$ cat src/hdl/bfu_pkg.sv
// Shared types and constants for the batch frame uploader.
// Used by bfu_ctrl, bfu_dp and batch_frame_uploader; no dependencies.
package bfu_pkg;

    localparam int DEPTH_DEF    = 16;
    localparam int TIMEOUT_W    = 16;
    localparam int RLIM_W       = 5;
    localparam int ADDR_W       = 16;
    localparam int BYTE_W       = 8;
    localparam int ENTRY_W      = ADDR_W + BYTE_W;
    localparam int APB_ADDR_W   = 3;
    localparam int APB_DATA_W   = 32;

    localparam logic [TIMEOUT_W-1:0] ACK_TIMEOUT_RST  = 16'd150;
    localparam logic [RLIM_W-1:0]    REINIT_LIMIT_RST = 5'd10;

    localparam logic [BYTE_W-1:0] BYTE_SYNC0 = 8'h00;
    localparam logic [BYTE_W-1:0] BYTE_ESC   = 8'h7D;
    localparam logic [BYTE_W-1:0] BYTE_FRAME = 8'h7E;
    localparam logic [BYTE_W-1:0] BYTE_FULL  = 8'h7F;
    localparam logic [BYTE_W-1:0] BYTE_ACK   = 8'h6F;

    localparam logic REG_ACK_TIMEOUT  = 1'b0;
    localparam logic REG_REINIT_LIMIT = 1'b1;

    typedef enum logic [1:0] {
        OP_POST  = 2'd0,
        OP_FLUSH = 2'd1,
        OP_TICK  = 2'd2,
        OP_RX    = 2'd3
    } op_t;

    typedef enum logic [2:0] {
        STS_ACCEPTED = 3'd0,
        STS_FULL     = 3'd1,
        STS_EMPTY    = 3'd2,
        STS_ACK_OK   = 3'd3,
        STS_ACK_FAIL = 3'd4,
        STS_BUSY     = 3'd5
    } status_t;

    typedef enum logic [2:0] {
        OSRC_STATUS    = 3'd0,
        OSRC_CONST     = 3'd1,
        OSRC_COUNT     = 3'd2,
        OSRC_ENTRY_HI  = 3'd3,
        OSRC_ENTRY_MID = 3'd4,
        OSRC_ENTRY_LO  = 3'd5
    } out_src_t;

    typedef struct packed {
        logic              load_out;
        out_src_t          src;
        logic [BYTE_W-1:0] const_byte;
        status_t           sts;
        logic              is_last;
        logic              store_entry;
        logic              clr_count;
        logic              start_wait;
        logic              inc_tick;
        logic              finish;
        logic              ack_ok;
        logic              rd_first;
        logic              rd_next;
    } cmd_t;

    typedef struct packed {
        logic out_free;
        logic awaiting;
        logic count_zero;
        logic count_full;
        logic tick_expired;
        logic rx_is_ack;
        logic idx_last;
    } dp_status_t;

endpackage

$ cat src/hdl/batch_frame_uploader.sv
// Top level of the batch frame uploader: APB register file, sequencer and
// datapath. Depends on bfu_pkg, bfu_ctrl and bfu_dp.
//
// Usage: each input transfer carries an operation (post, flush, tick,
// received byte) with its fields. Each output transfer carries either a
// byte to transmit (is_byte = 1) or a status code; last marks the final
// transfer caused by one input.
// Results are registered: one shows in the cycle after its input transfer.
// Throughput: a full-batch post emits ESC, FULL and a FULL status; a flush
// of N entries emits SYNC0, ESC, FRAME, the count and three bytes per entry,
// one frame byte per cycle through the output register while it is not
// stalled. Input is stalled until a frame is completely queued.
// Output stall: the output register holds its payload; the sequencer
// pauses and input stays stalled until the register drains.
// Reset: batch count, wait state and output valid clear; ack_timeout
// returns to 150 and reinit_limit to 10. Stored entries are not cleared
// and are only read below the count.
// Configuration: ack_timeout at 0x0, reinit_limit at 0x4; write only
// while idle.
module batch_frame_uploader
    import bfu_pkg::*;
#(
    parameter int DEPTH = DEPTH_DEF
)
(
    input  logic                  clk,
    input  logic                  rst_n,
    input  logic                  in_valid,
    output logic                  in_stall,
    input  logic [1:0]            operation,
    input  logic [ADDR_W-1:0]     node_address,
    input  logic [BYTE_W-1:0]     node_data,
    input  logic [BYTE_W-1:0]     rx_byte,
    output logic                  out_valid,
    input  logic                  out_stall,
    output logic                  is_byte,
    output logic [BYTE_W-1:0]     tx_byte,
    output logic [2:0]            status,
    output logic                  last,
    input  logic                  psel,
    input  logic                  penable,
    input  logic                  pwrite,
    input  logic [APB_ADDR_W-1:0] paddr,
    input  logic [APB_DATA_W-1:0] pwdata,
    output logic [APB_DATA_W-1:0] prdata,
    output logic                  pready
);

    logic [TIMEOUT_W-1:0] ack_timeout_reg;
    logic [RLIM_W-1:0]    reinit_limit_reg;
    logic                 reg_wr;
    logic                 reg_sel;
    cmd_t                 cmd;
    dp_status_t           dp_sts;

    assign pready  = 1'b1;
    assign reg_sel = paddr[2];
    assign reg_wr  = psel && penable && pwrite;

    always_ff @(posedge clk or negedge rst_n)
    begin
        if (!rst_n)
        begin
            ack_timeout_reg  <= ACK_TIMEOUT_RST;
            reinit_limit_reg <= REINIT_LIMIT_RST;
        end
        else if (reg_wr)
        begin
            if (reg_sel == REG_ACK_TIMEOUT)
                ack_timeout_reg <= pwdata[TIMEOUT_W-1:0];
            else
                reinit_limit_reg <= pwdata[RLIM_W-1:0];
        end
    end

    always_comb
    begin
        if (reg_sel == REG_REINIT_LIMIT)
            prdata = APB_DATA_W'(reinit_limit_reg);
        else
            prdata = APB_DATA_W'(ack_timeout_reg);
    end

    bfu_ctrl u_ctrl (
        .clk       (clk),
        .rst_n     (rst_n),
        .in_valid  (in_valid),
        .in_stall  (in_stall),
        .operation (operation),
        .dp_sts    (dp_sts),
        .cmd       (cmd)
    );

    bfu_dp #(
        .DEPTH (DEPTH)
    ) u_dp (
        .clk          (clk),
        .rst_n        (rst_n),
        .cmd          (cmd),
        .dp_sts       (dp_sts),
        .node_address (node_address),
        .node_data    (node_data),
        .rx_byte      (rx_byte),
        .ack_timeout  (ack_timeout_reg),
        .reinit_limit (reinit_limit_reg),
        .out_valid    (out_valid),
        .out_stall    (out_stall),
        .is_byte      (is_byte),
        .tx_byte      (tx_byte),
        .status       (status),
        .last         (last)
    );

endmodule

$ cat src/hdl/bfu_ctrl.sv
// Sequencer for the batch frame uploader: decodes the operation and steps
// through frame emission. Depends on bfu_pkg; drives bfu_dp via cmd_t.
module bfu_ctrl
    import bfu_pkg::*;
(
    input  logic       clk,
    input  logic       rst_n,
    input  logic       in_valid,
    output logic       in_stall,
    input  logic [1:0] operation,
    input  dp_status_t dp_sts,
    output cmd_t       cmd
);

    typedef enum logic [8:0] {
        S_IDLE  = 9'b000000001,
        S_FULL1 = 9'b000000010,
        S_FULL2 = 9'b000000100,
        S_HDR1  = 9'b000001000,
        S_HDR2  = 9'b000010000,
        S_CNT   = 9'b000100000,
        S_ADRH  = 9'b001000000,
        S_ADRL  = 9'b010000000,
        S_DATA  = 9'b100000000
    } state_t;

    state_t state_reg;
    state_t state_next;
    logic   accept;
    op_t    op;

    assign op       = op_t'(operation);
    assign in_stall = !((state_reg == S_IDLE) && dp_sts.out_free);
    assign accept   = in_valid && !in_stall;

    always_comb
    begin
        cmd        = '0;
        state_next = state_reg;
        case (state_reg)
            S_IDLE:
            begin
                if (accept)
                begin
                    case (op)
                        OP_POST:
                        begin
                            cmd.load_out = 1'b1;
                            if (dp_sts.awaiting)
                            begin
                                cmd.sts     = STS_BUSY;
                                cmd.is_last = 1'b1;
                            end
                            else if (!dp_sts.count_full)
                            begin
                                cmd.store_entry = 1'b1;
                                cmd.sts         = STS_ACCEPTED;
                                cmd.is_last     = 1'b1;
                            end
                            else
                            begin
                                cmd.src        = OSRC_CONST;
                                cmd.const_byte = BYTE_ESC;
                                cmd.clr_count  = 1'b1;
                                state_next     = S_FULL1;
                            end
                        end
                        OP_FLUSH:
                        begin
                            cmd.load_out = 1'b1;
                            if (dp_sts.awaiting)
                            begin
                                cmd.sts     = STS_BUSY;
                                cmd.is_last = 1'b1;
                            end
                            else if (dp_sts.count_zero)
                            begin
                                cmd.sts     = STS_EMPTY;
                                cmd.is_last = 1'b1;
                            end
                            else
                            begin
                                cmd.src        = OSRC_CONST;
                                cmd.const_byte = BYTE_SYNC0;
                                cmd.start_wait = 1'b1;
                                state_next     = S_HDR1;
                            end
                        end
                        OP_TICK:
                        begin
                            if (dp_sts.awaiting)
                            begin
                                if (dp_sts.tick_expired)
                                begin
                                    cmd.finish   = 1'b1;
                                    cmd.load_out = 1'b1;
                                    cmd.sts      = STS_ACK_FAIL;
                                    cmd.is_last  = 1'b1;
                                end
                                else
                                begin
                                    cmd.inc_tick = 1'b1;
                                end
                            end
                        end
                        OP_RX:
                        begin
                            if (dp_sts.awaiting)
                            begin
                                cmd.finish   = 1'b1;
                                cmd.ack_ok   = dp_sts.rx_is_ack;
                                cmd.load_out = 1'b1;
                                cmd.sts      = dp_sts.rx_is_ack ? STS_ACK_OK : STS_ACK_FAIL;
                                cmd.is_last  = 1'b1;
                            end
                        end
                        default:
                        begin
                            cmd = '0;
                        end
                    endcase
                end
            end
            S_FULL1:
            begin
                if (dp_sts.out_free)
                begin
                    cmd.load_out   = 1'b1;
                    cmd.src        = OSRC_CONST;
                    cmd.const_byte = BYTE_FULL;
                    state_next     = S_FULL2;
                end
            end
            S_FULL2:
            begin
                if (dp_sts.out_free)
                begin
                    cmd.load_out = 1'b1;
                    cmd.sts      = STS_FULL;
                    cmd.is_last  = 1'b1;
                    state_next   = S_IDLE;
                end
            end
            S_HDR1:
            begin
                if (dp_sts.out_free)
                begin
                    cmd.load_out   = 1'b1;
                    cmd.src        = OSRC_CONST;
                    cmd.const_byte = BYTE_ESC;
                    state_next     = S_HDR2;
                end
            end
            S_HDR2:
            begin
                if (dp_sts.out_free)
                begin
                    cmd.load_out   = 1'b1;
                    cmd.src        = OSRC_CONST;
                    cmd.const_byte = BYTE_FRAME;
                    state_next     = S_CNT;
                end
            end
            S_CNT:
            begin
                if (dp_sts.out_free)
                begin
                    cmd.load_out = 1'b1;
                    cmd.src      = OSRC_COUNT;
                    cmd.rd_first = 1'b1;
                    state_next   = S_ADRH;
                end
            end
            S_ADRH:
            begin
                if (dp_sts.out_free)
                begin
                    cmd.load_out = 1'b1;
                    cmd.src      = OSRC_ENTRY_HI;
                    state_next   = S_ADRL;
                end
            end
            S_ADRL:
            begin
                if (dp_sts.out_free)
                begin
                    cmd.load_out = 1'b1;
                    cmd.src      = OSRC_ENTRY_MID;
                    state_next   = S_DATA;
                end
            end
            S_DATA:
            begin
                if (dp_sts.out_free)
                begin
                    cmd.load_out = 1'b1;
                    cmd.src      = OSRC_ENTRY_LO;
                    if (dp_sts.idx_last)
                    begin
                        cmd.is_last = 1'b1;
                        state_next  = S_IDLE;
                    end
                    else
                    begin
                        cmd.rd_next = 1'b1;
                        state_next  = S_ADRH;
                    end
                end
            end
            default:
            begin
                state_next = S_IDLE;
            end
        endcase
    end

    always_ff @(posedge clk or negedge rst_n)
    begin
        if (!rst_n)
            state_reg <= S_IDLE;
        else
            state_reg <= state_next;
    end

endmodule

$ cat src/hdl/bfu_dp.sv
// Datapath for the batch frame uploader: entry store, count, ack wait
// state and the output register. Depends on bfu_pkg; driven by bfu_ctrl.
module bfu_dp
    import bfu_pkg::*;
#(
    parameter int DEPTH = DEPTH_DEF
)
(
    input  logic                 clk,
    input  logic                 rst_n,
    input  cmd_t                 cmd,
    output dp_status_t           dp_sts,
    input  logic [ADDR_W-1:0]    node_address,
    input  logic [BYTE_W-1:0]    node_data,
    input  logic [BYTE_W-1:0]    rx_byte,
    input  logic [TIMEOUT_W-1:0] ack_timeout,
    input  logic [RLIM_W-1:0]    reinit_limit,
    output logic                 out_valid,
    input  logic                 out_stall,
    output logic                 is_byte,
    output logic [BYTE_W-1:0]    tx_byte,
    output logic [2:0]           status,
    output logic                 last
);

    localparam int CW   = $clog2(DEPTH + 1);
    localparam int AW   = (DEPTH > 1) ? $clog2(DEPTH) : 1;
    localparam int CMPW = (CW > RLIM_W) ? CW : RLIM_W;

    logic [ENTRY_W-1:0]   mem [DEPTH];
    logic [ENTRY_W-1:0]   rd_data_reg;
    logic [AW-1:0]        idx_reg;
    logic [AW-1:0]        rd_addr;
    logic [CW-1:0]        count_reg;
    logic [CW-1:0]        count_next;
    logic                 awaiting_reg;
    logic                 awaiting_next;
    logic [TIMEOUT_W-1:0] wait_reg;
    logic [TIMEOUT_W-1:0] wait_next;
    logic                 out_valid_reg;
    logic                 out_valid_next;
    logic                 is_byte_reg;
    logic [BYTE_W-1:0]    tx_byte_reg;
    logic [2:0]           status_reg;
    logic                 last_reg;
    logic [BYTE_W-1:0]    byte_sel;

    assign dp_sts.out_free     = !out_valid_reg || !out_stall;
    assign dp_sts.awaiting     = awaiting_reg;
    assign dp_sts.count_zero   = (count_reg == '0);
    assign dp_sts.count_full   = (count_reg == CW'(DEPTH));
    assign dp_sts.tick_expired = (wait_reg >= ack_timeout);
    assign dp_sts.rx_is_ack    = (rx_byte == BYTE_ACK);
    assign dp_sts.idx_last     = ((CW'(idx_reg) + CW'(1)) == count_reg);

    assign rd_addr = cmd.rd_first ? '0 : AW'(idx_reg + AW'(1));

    always_comb
    begin
        count_next    = count_reg;
        awaiting_next = awaiting_reg;
        wait_next     = wait_reg;
        if (cmd.store_entry)
            count_next = count_reg + CW'(1);
        if (cmd.clr_count)
            count_next = '0;
        if (cmd.start_wait)
        begin
            awaiting_next = 1'b1;
            wait_next     = '0;
        end
        if (cmd.inc_tick)
            wait_next = wait_reg + TIMEOUT_W'(1);
        if (cmd.finish)
        begin
            awaiting_next = 1'b0;
            wait_next     = '0;
            if (cmd.ack_ok || (CMPW'(count_reg) > CMPW'(reinit_limit)))
                count_next = '0;
        end
    end

    always_comb
    begin
        case (cmd.src)
            OSRC_STATUS:    byte_sel = '0;
            OSRC_CONST:     byte_sel = cmd.const_byte;
            OSRC_COUNT:     byte_sel = BYTE_W'(count_reg);
            OSRC_ENTRY_HI:  byte_sel = rd_data_reg[ENTRY_W-1 -: BYTE_W];
            OSRC_ENTRY_MID: byte_sel = rd_data_reg[2*BYTE_W-1 -: BYTE_W];
            OSRC_ENTRY_LO:  byte_sel = rd_data_reg[BYTE_W-1:0];
            default:        byte_sel = '0;
        endcase
    end

    always_comb
    begin
        out_valid_next = out_valid_reg;
        if (out_valid_reg && !out_stall)
            out_valid_next = 1'b0;
        if (cmd.load_out)
            out_valid_next = 1'b1;
    end

    always_ff @(posedge clk or negedge rst_n)
    begin
        if (!rst_n)
        begin
            count_reg     <= '0;
            awaiting_reg  <= 1'b0;
            wait_reg      <= '0;
            out_valid_reg <= 1'b0;
        end
        else
        begin
            count_reg     <= count_next;
            awaiting_reg  <= awaiting_next;
            wait_reg      <= wait_next;
            out_valid_reg <= out_valid_next;
        end
    end

    always_ff @(posedge clk)
    begin
        if (cmd.store_entry)
            mem[count_reg[AW-1:0]] <= {node_address, node_data};
        if (cmd.rd_first || cmd.rd_next)
        begin
            idx_reg     <= rd_addr;
            rd_data_reg <= mem[rd_addr];
        end
    end

    always_ff @(posedge clk)
    begin
        if (cmd.load_out)
        begin
            is_byte_reg <= (cmd.src != OSRC_STATUS);
            tx_byte_reg <= byte_sel;
            status_reg  <= (cmd.src == OSRC_STATUS) ? cmd.sts : STS_ACCEPTED;
            last_reg    <= cmd.is_last;
        end
    end

    assign out_valid = out_valid_reg;
    assign is_byte   = is_byte_reg;
    assign tx_byte   = tx_byte_reg;
    assign status    = status_reg;
    assign last      = last_reg;

endmodule
$ cat config.mk
export PLATFORM = sky130hd
export DESIGN_NAME = batch_frame_uploader
export DESIGN_NICKNAME = d
export VERILOG_FILES = /design/src/hdl/bfu_pkg.sv /design/src/hdl/batch_frame_uploader.sv /design/src/hdl/bfu_ctrl.sv /design/src/hdl/bfu_dp.sv
export SDC_FILE = /design/constraint.sdc
export NUM_CORES = 1
export LEC_CHECK = 0
export ABC_AREA = 1
export ABC_CLOCK_PERIOD_IN_PS = 4000
export BUFFER_PORTS_ARGS = -buffer_cell sky130_fd_sc_hd__buf_2
export CAP_MARGIN = 15
export CORE_MARGIN = 3
export CORE_UTILIZATION = 60
export CTS_CLUSTER_DIAMETER = 150
export CTS_CLUSTER_SIZE = 20
export DETAILED_ROUTE_END_ITERATION = 16
export PLACE_DENSITY = 0.79
export SLEW_MARGIN = 15
export SYNTH_ARGS = -nofsm -noshare
export SYNTH_HDL_FRONTEND = slang
export SYNTH_SLANG_ARGS = --single-unit
$ cat constraint.sdc
create_clock -name clk -period 4 [get_ports clk]
set_input_delay 0.6 -clock clk [delete_from_list [all_inputs] [get_ports clk]]
set_output_delay 0.6 -clock clk [all_outputs]
set_load 0.005 [all_outputs]
==> qor.yml, run 1 <==
setup_viol: 0
dpl.hpwl_um: 28400
grt_max_degree: 122
cts-buffers-inserted: 27
cts.repair.resized: 0
cts-htree-levels: 1
finalMaxSlewViolations: 0
clkSlewWorstSetupHoldPaths_ns: 0.09
synth_area_leaders: "edfxtp_1 59%, nand3_1 6.8%, dfrtp_1 5.4%"
clock_latency_ns: 0.58
hold_path_class: "input pin to async pin"
r2r_cells: 8
synth-seq-cells: 478
final_net_count: 2131
antenna_found_initial: 1
post-route-period-util: 0.758
track_usage: 0.261
powerDensity_nw_per_um2: 426
ys_async_sr_fraction: 0.111
r2r_slack_ns: 0.97
crit_arrival_ns: 3.27
synth_area_per_cell_um2: 10.9
hold_viol: 0
synth_edf_count: 425
reg2reg_to: "u_dp.mem[8][11]"
post-route-cell-area_um2: 23200
syn_area_um2: 21500
critical-path-slowest-cell: "dfrtp_1"
cts-hold-fix-buffers: 0
multiInputGateArea_um2: 6190
largest_reg_flops: 384
cp.required_ns: 4.24
core_area_um2: 35000
post_cts_buffers: 0
ir_drop_mv: 0.378
cts_tree: "done"
seq_area_frac_synth: 0.656
ys_dominant_reg_cell: "edfxtp_1"
dieArea_um2: 38100
clock-sinks: 478
start_kind: "flip-flop"
start_util: 0.615
drt-total-wl_um: 51000
worst_pin_slew_ns: 1.05
postRouteAntennaNets: 0
cts.path.max_buffers: 3
reg2reg_from: "u_ctrl.state_reg[8]"
worst-path-buf-inv: 2
grt-ovfl-total: 0
drt-initial-drc-count: 1814
final_cell_mix: "425 x edfxtp_1, 293 x nand3_1, 267 x nand2_1"
portBuffers: 88
area_growth_pct: 7.71
path_delay_family: "simple AND/OR/NAND/NOR gates"
maxCapViolations: 0
cts_root_buf: "clkbuf_16"
yosysUniqueCellTypes: 45
period_needed_ns: 3.03
via_per_inst: 6.02
final_layout_size_suffix_gt1_frac: 0.108
synth_top_area_frac: 0.593
status: "finished, final reports clean"
dpl-instance-area_um2: 22400
cp_max_fo: 15
place_inst: 2454
crit_chain: "inv_1 -> nand3_2 -> nor2_4 -> nand3_2 -> nor2_2 -> nand2_1 -> nor2_4 -> buf_4"
grt_setup_unrepaired: "false"
ios: 124
nFillCells: 2517
grt_pass1_wl_um: 78400
end_kind: "flip-flop"
regArea_um2: 14100
slew_headroom: 0.298
yosys_warnings: 0
stdcell_count: 2494
leakage_nw: 9.08
finClkSkew_ns: 0.0174
path_class: "flip-flop to flip-flop"
die_h_um: 195
gp_congestion: 0.906
drc: 0
synth_area_leader_cell: "edfxtp_1"
rows: 68
die_w_um: 195
fin_tns_setup_ns: 0
vias: 15000
max_stage_delay_ns: 0.45
max_clock_freq_mhz: 330
wire_per_inst_um: 20.5
layout_commonest_cell: "edfxtp_1"
grt_pass1_vias: 14200
drt_first_pass_iters: 5
postSynthCellCount: 1980
-- how the worst max path moves through the flow --
stage                                 to                 from  slack [ns]  cells past startpoint
global route                u_dp.is_byte   ack_timeout_reg[2]        0.79                     15
global placement    u_dp.rd_data_reg[15]            out_stall        0.91                     10
finish                   u_dp.mem[8][11]  u_ctrl.state_reg[8]        0.97                      8
floorplan                u_dp.mem[11][0]         operation[1]        1.15                      7
CTS                         u_dp.is_byte    u_dp.wait_reg[13]        1.00                     10
detailed placement  u_dp.rd_data_reg[16]            out_stall        0.84                     10
-- stage by stage --
stage / power (W) / setup slack [ns] / util / hold WS (ns)
floorplan: 0.00675 / 1.15 / - / 0.304
global placement: 0.00717 / 0.914 / 0.642 / 0.469
detailed placement: 0.00723 / 0.838 / 0.642 / 0.497
CTS: 0.00989 / 1.00 / 0.662 / 0.0686
global route: 0.0103 / 0.792 / 0.662 / 0.115
finish: 0.00987 / 0.967 / 0.662 / 0.0534
-- cell families after synthesis --
| kind of cell | synth area share |
|---|---|
| other | 0.000349 |
| xor gates and xnor gates | 0.00529 |
| AOI/OAI and AO/OA | 0.0494 |
| and+or+nand+nor | 0.209 |
| adders and majority gates | 0.0157 |
| buffers and inverters | 0.0644 |
| DFF | 0.656 |
-- synth_stat cells, types with 28 or more instances --
cell / n
nand3_1: 293
nor2_1: 229
edfxtp_1: 425
buf_4: 30
or2_2: 28
o21ai_1: 35
dfrtp_1: 46
clkbuf_1: 49
nand3b_1: 98
buf_2: 33
nand2_1: 268
o21ai_0: 72
inv_1: 203
-- power breakdown --
part | switching, W | internal [W] | total, W
combinational | 0.000892 | 0.000423 | 0.00132
clock | 0.00150 | 0.00124 | 0.00274
sequential | 0.000139 | 0.00568 | 0.00582
-- area by class of cell --
cell class,count,area share
antenna,1,0.000108
timing repair buffer,122,0.0344
clock buffer,37,0.0308
sequential,478,0.609
inverter,208,0.0338
tap,455,0.0246
multi-input combinational,1191,0.267
clock inverter,2,0.000540
-- metal layers --
layer,GRT usage,share of wire,up-vias
li1,-,-,6876
met1,0.370,0.40,7077
met2,0.422,0.47,914
met3,0.0364,0.10,135
met4,0.0911,0.034,0
met5,0,0,-
-- worst register-to-register path, delay by kind of cell (launching register included) --
| kind | cells | cell delay [ns] |
|---|---|---|
| simple gates | 6 | 1.66 |
| buf+inv | 2 | 0.59 |
| flops | 1 | 0.45 |
No activity file was read; power rests on OpenSTA's default activity.
==> run 2, diff against run 1 <==
--- a/config.mk
+++ b/config.mk
@@ -6,15 +6,15 @@
 export NUM_CORES = 1
 export LEC_CHECK = 0
 export ABC_AREA = 1
-export ABC_CLOCK_PERIOD_IN_PS = 4000
+export ABC_CLOCK_PERIOD_IN_PS = 2600
 export BUFFER_PORTS_ARGS = -buffer_cell sky130_fd_sc_hd__buf_2
 export CAP_MARGIN = 15
 export CORE_MARGIN = 3
-export CORE_UTILIZATION = 60
+export CORE_UTILIZATION = 55
 export CTS_CLUSTER_DIAMETER = 150
 export CTS_CLUSTER_SIZE = 20
 export DETAILED_ROUTE_END_ITERATION = 16
-export PLACE_DENSITY = 0.79
+export PLACE_DENSITY = 0.76
 export SLEW_MARGIN = 15
 export SYNTH_ARGS = -nofsm -noshare
 export SYNTH_HDL_FRONTEND = slang
==> constraint.sdc (replaced) <==
create_clock -name clk -period 2.6 [get_ports clk]
set_input_delay 0.39 -clock clk [delete_from_list [all_inputs] [get_ports clk]]
set_output_delay 0.39 -clock clk [all_outputs]
set_load 0.005 [all_outputs]
==> qor.yml, run 2 (synthesis gave the netlist of run 1 again) <==
regArea_um2: 14100
vias: 15200
via_per_inst: 5.87
die_h_um: 204
hold_path_class: "input pin to flip-flop"
nFillCells: 2897
multiInputGateArea_um2: 6210
area_growth_pct: 10.7
ir_drop_mv: 0.476
fin_util: 0.624
max_clock_freq_mhz: 401
dpl.hpwl_um: 30100
post-route-period-util: 0.960
setup_viol: 0
grt_pass1_wl_um: 81800
rows: 71
hold_viol: 0
cts-htree-levels: 1
final_cell_mix: "425 x edfxtp_1, 293 x nand3_1, 264 x nand2_1"
antenna_found_initial: 2
powerDensity_nw_per_um2: 651
drt_first_pass_iters: 8
diodes: 0
final_net_count: 2157
cts.path.max_buffers: 3
path_class: "flip-flop to flip-flop"
period_needed_ns: 2.50
holdWs_ns: 0.0452
cts_root_buf: "clkbuf_16"
track_usage: 0.253
cp.required_ns: 3.05
cts_tree: "done"
worst_pin_slew_ns: 0.714
finalMaxSlewViolations: 0
crit_arrival_ns: 2.94
clkSlewWorstSetupHoldPaths_ns: 0.10
end_kind: "flip-flop"
layout_commonest_cell: "edfxtp_1"
leakage_nw: 9.32
maxCapViolations: 0
portBuffers: 88
drc: 0
die_w_um: 204
start_util: 0.564
clock-sinks: 478
grt_setup_unrepaired: "false"
gp_congestion: 0.887
final_layout_size_suffix_gt1_frac: 0.121
finClkSkew_ns: 0.0235
drt-total-wl_um: 52500
dieArea_um2: 41500
grt_max_degree: 121
ios: 124
slew_headroom: 0.524
post_cts_buffers: 0
largest_reg_flops: 384
core_area_um2: 38100
cts-buffers-inserted: 27
grt_pass1_vias: 14800
status: "finished, final reports clean"
wire_per_inst_um: 20.3
cp_max_fo: 71
postRouteAntennaNets: 0
grt-ovfl-total: 0
drt-initial-drc-count: 1721
clock_latency_ns: 0.60
start_kind: "flip-flop"
==> run 2: cell types whose count changed in the layout (fill, tap and decap cells not counted), sizes merged <==
cell         delta
buf            +25
clkbuf         +12
clkinv          -2
diode           -1
dlygate4sd3     +1
inv             +1
==> run 2: metrics by stage <==
step	total power (W)	instance area, um2	instances	worst slack (ns)	setup TNS [ns]
2_1_floorplan	0.0104	21600	1995	-0.169	-60.87
3_3_place_gp	0.0111	23000	2535	0.217	0
3_5_place_dp	0.0112	23000	2535	0.159	0
4_1_cts	0.0155	23800	2586	0.115	0
5_1_grt	0.0162	23800	2586	0.00560	0
6_report	0.0155	23800	2586	0.105	0
==> run 2: worst paths after layout <==
check / start / end / slack (ns) / depth (start not counted)
max: u_ctrl.state_reg[0] / u_dp.rd_data_reg[11] / 0.10 / 9
min: pwdata[10] / ack_timeout_reg[10] / 0.05 / 3
max reg2reg: u_ctrl.state_reg[0] / u_dp.rd_data_reg[11] / 0.10 / 9
min reg2reg: ack_timeout_reg[4] / ack_timeout_reg[4] / 0.50 / 2
max in group asynchronous: rst_n / u_ctrl.state_reg[5] / 1.68 / 3
min in group asynchronous: rst_n / ack_timeout_reg[6] / 0.45 / 3
==> run 2: repair_timing <==
| item | 4_1_cts | 5_1_grt |
|---|---|---|
| endpoints found under the hold margin | 46 | 0 |
| gates resized for setup | 0 | 2 |
| hold buffers | 1 | 0 |
| setup endpoints to repair | 0 | 17 |
==> run 2: routing by layer <==
metal  share of wire  GRT usage  vias up
met2            0.48      0.421      786
met5         0.00048          0        -
met3           0.094     0.0291       94
met4           0.023     0.0750        4
li1                -          -     6953
met1            0.40      0.355     7343
==> run 2: cell type report <==
class                           instances  area share
Multi-Input combinational cell       1191       0.261
Sequential cell                       478       0.592
Clock buffer                           49      0.0323
Tap cell                              511      0.0269
Clock inverter                          1    0.000368
Inverter                              208      0.0329
Timing Repair Buffer                  148      0.0544
==> run 2: worst max-delay path, stage by stage, from the launching register on <==
cell     delay, ns
dfstp_2       0.58
nor2_1        0.08
nand2_2       0.12
nor2_4        0.06
nand3_4       0.13
buf_12        0.36
nand2_1       0.17
inv_2         0.56
nand3_1       0.15
nand2_1       0.10
==> run 2: report_power, final <==
part	leakage (nW)	switching, W	internal (W)
sequential	4.49	0.000181	0.00873
combinational	4.46	0.00146	0.000724
clock	0.369	0.00239	0.00200
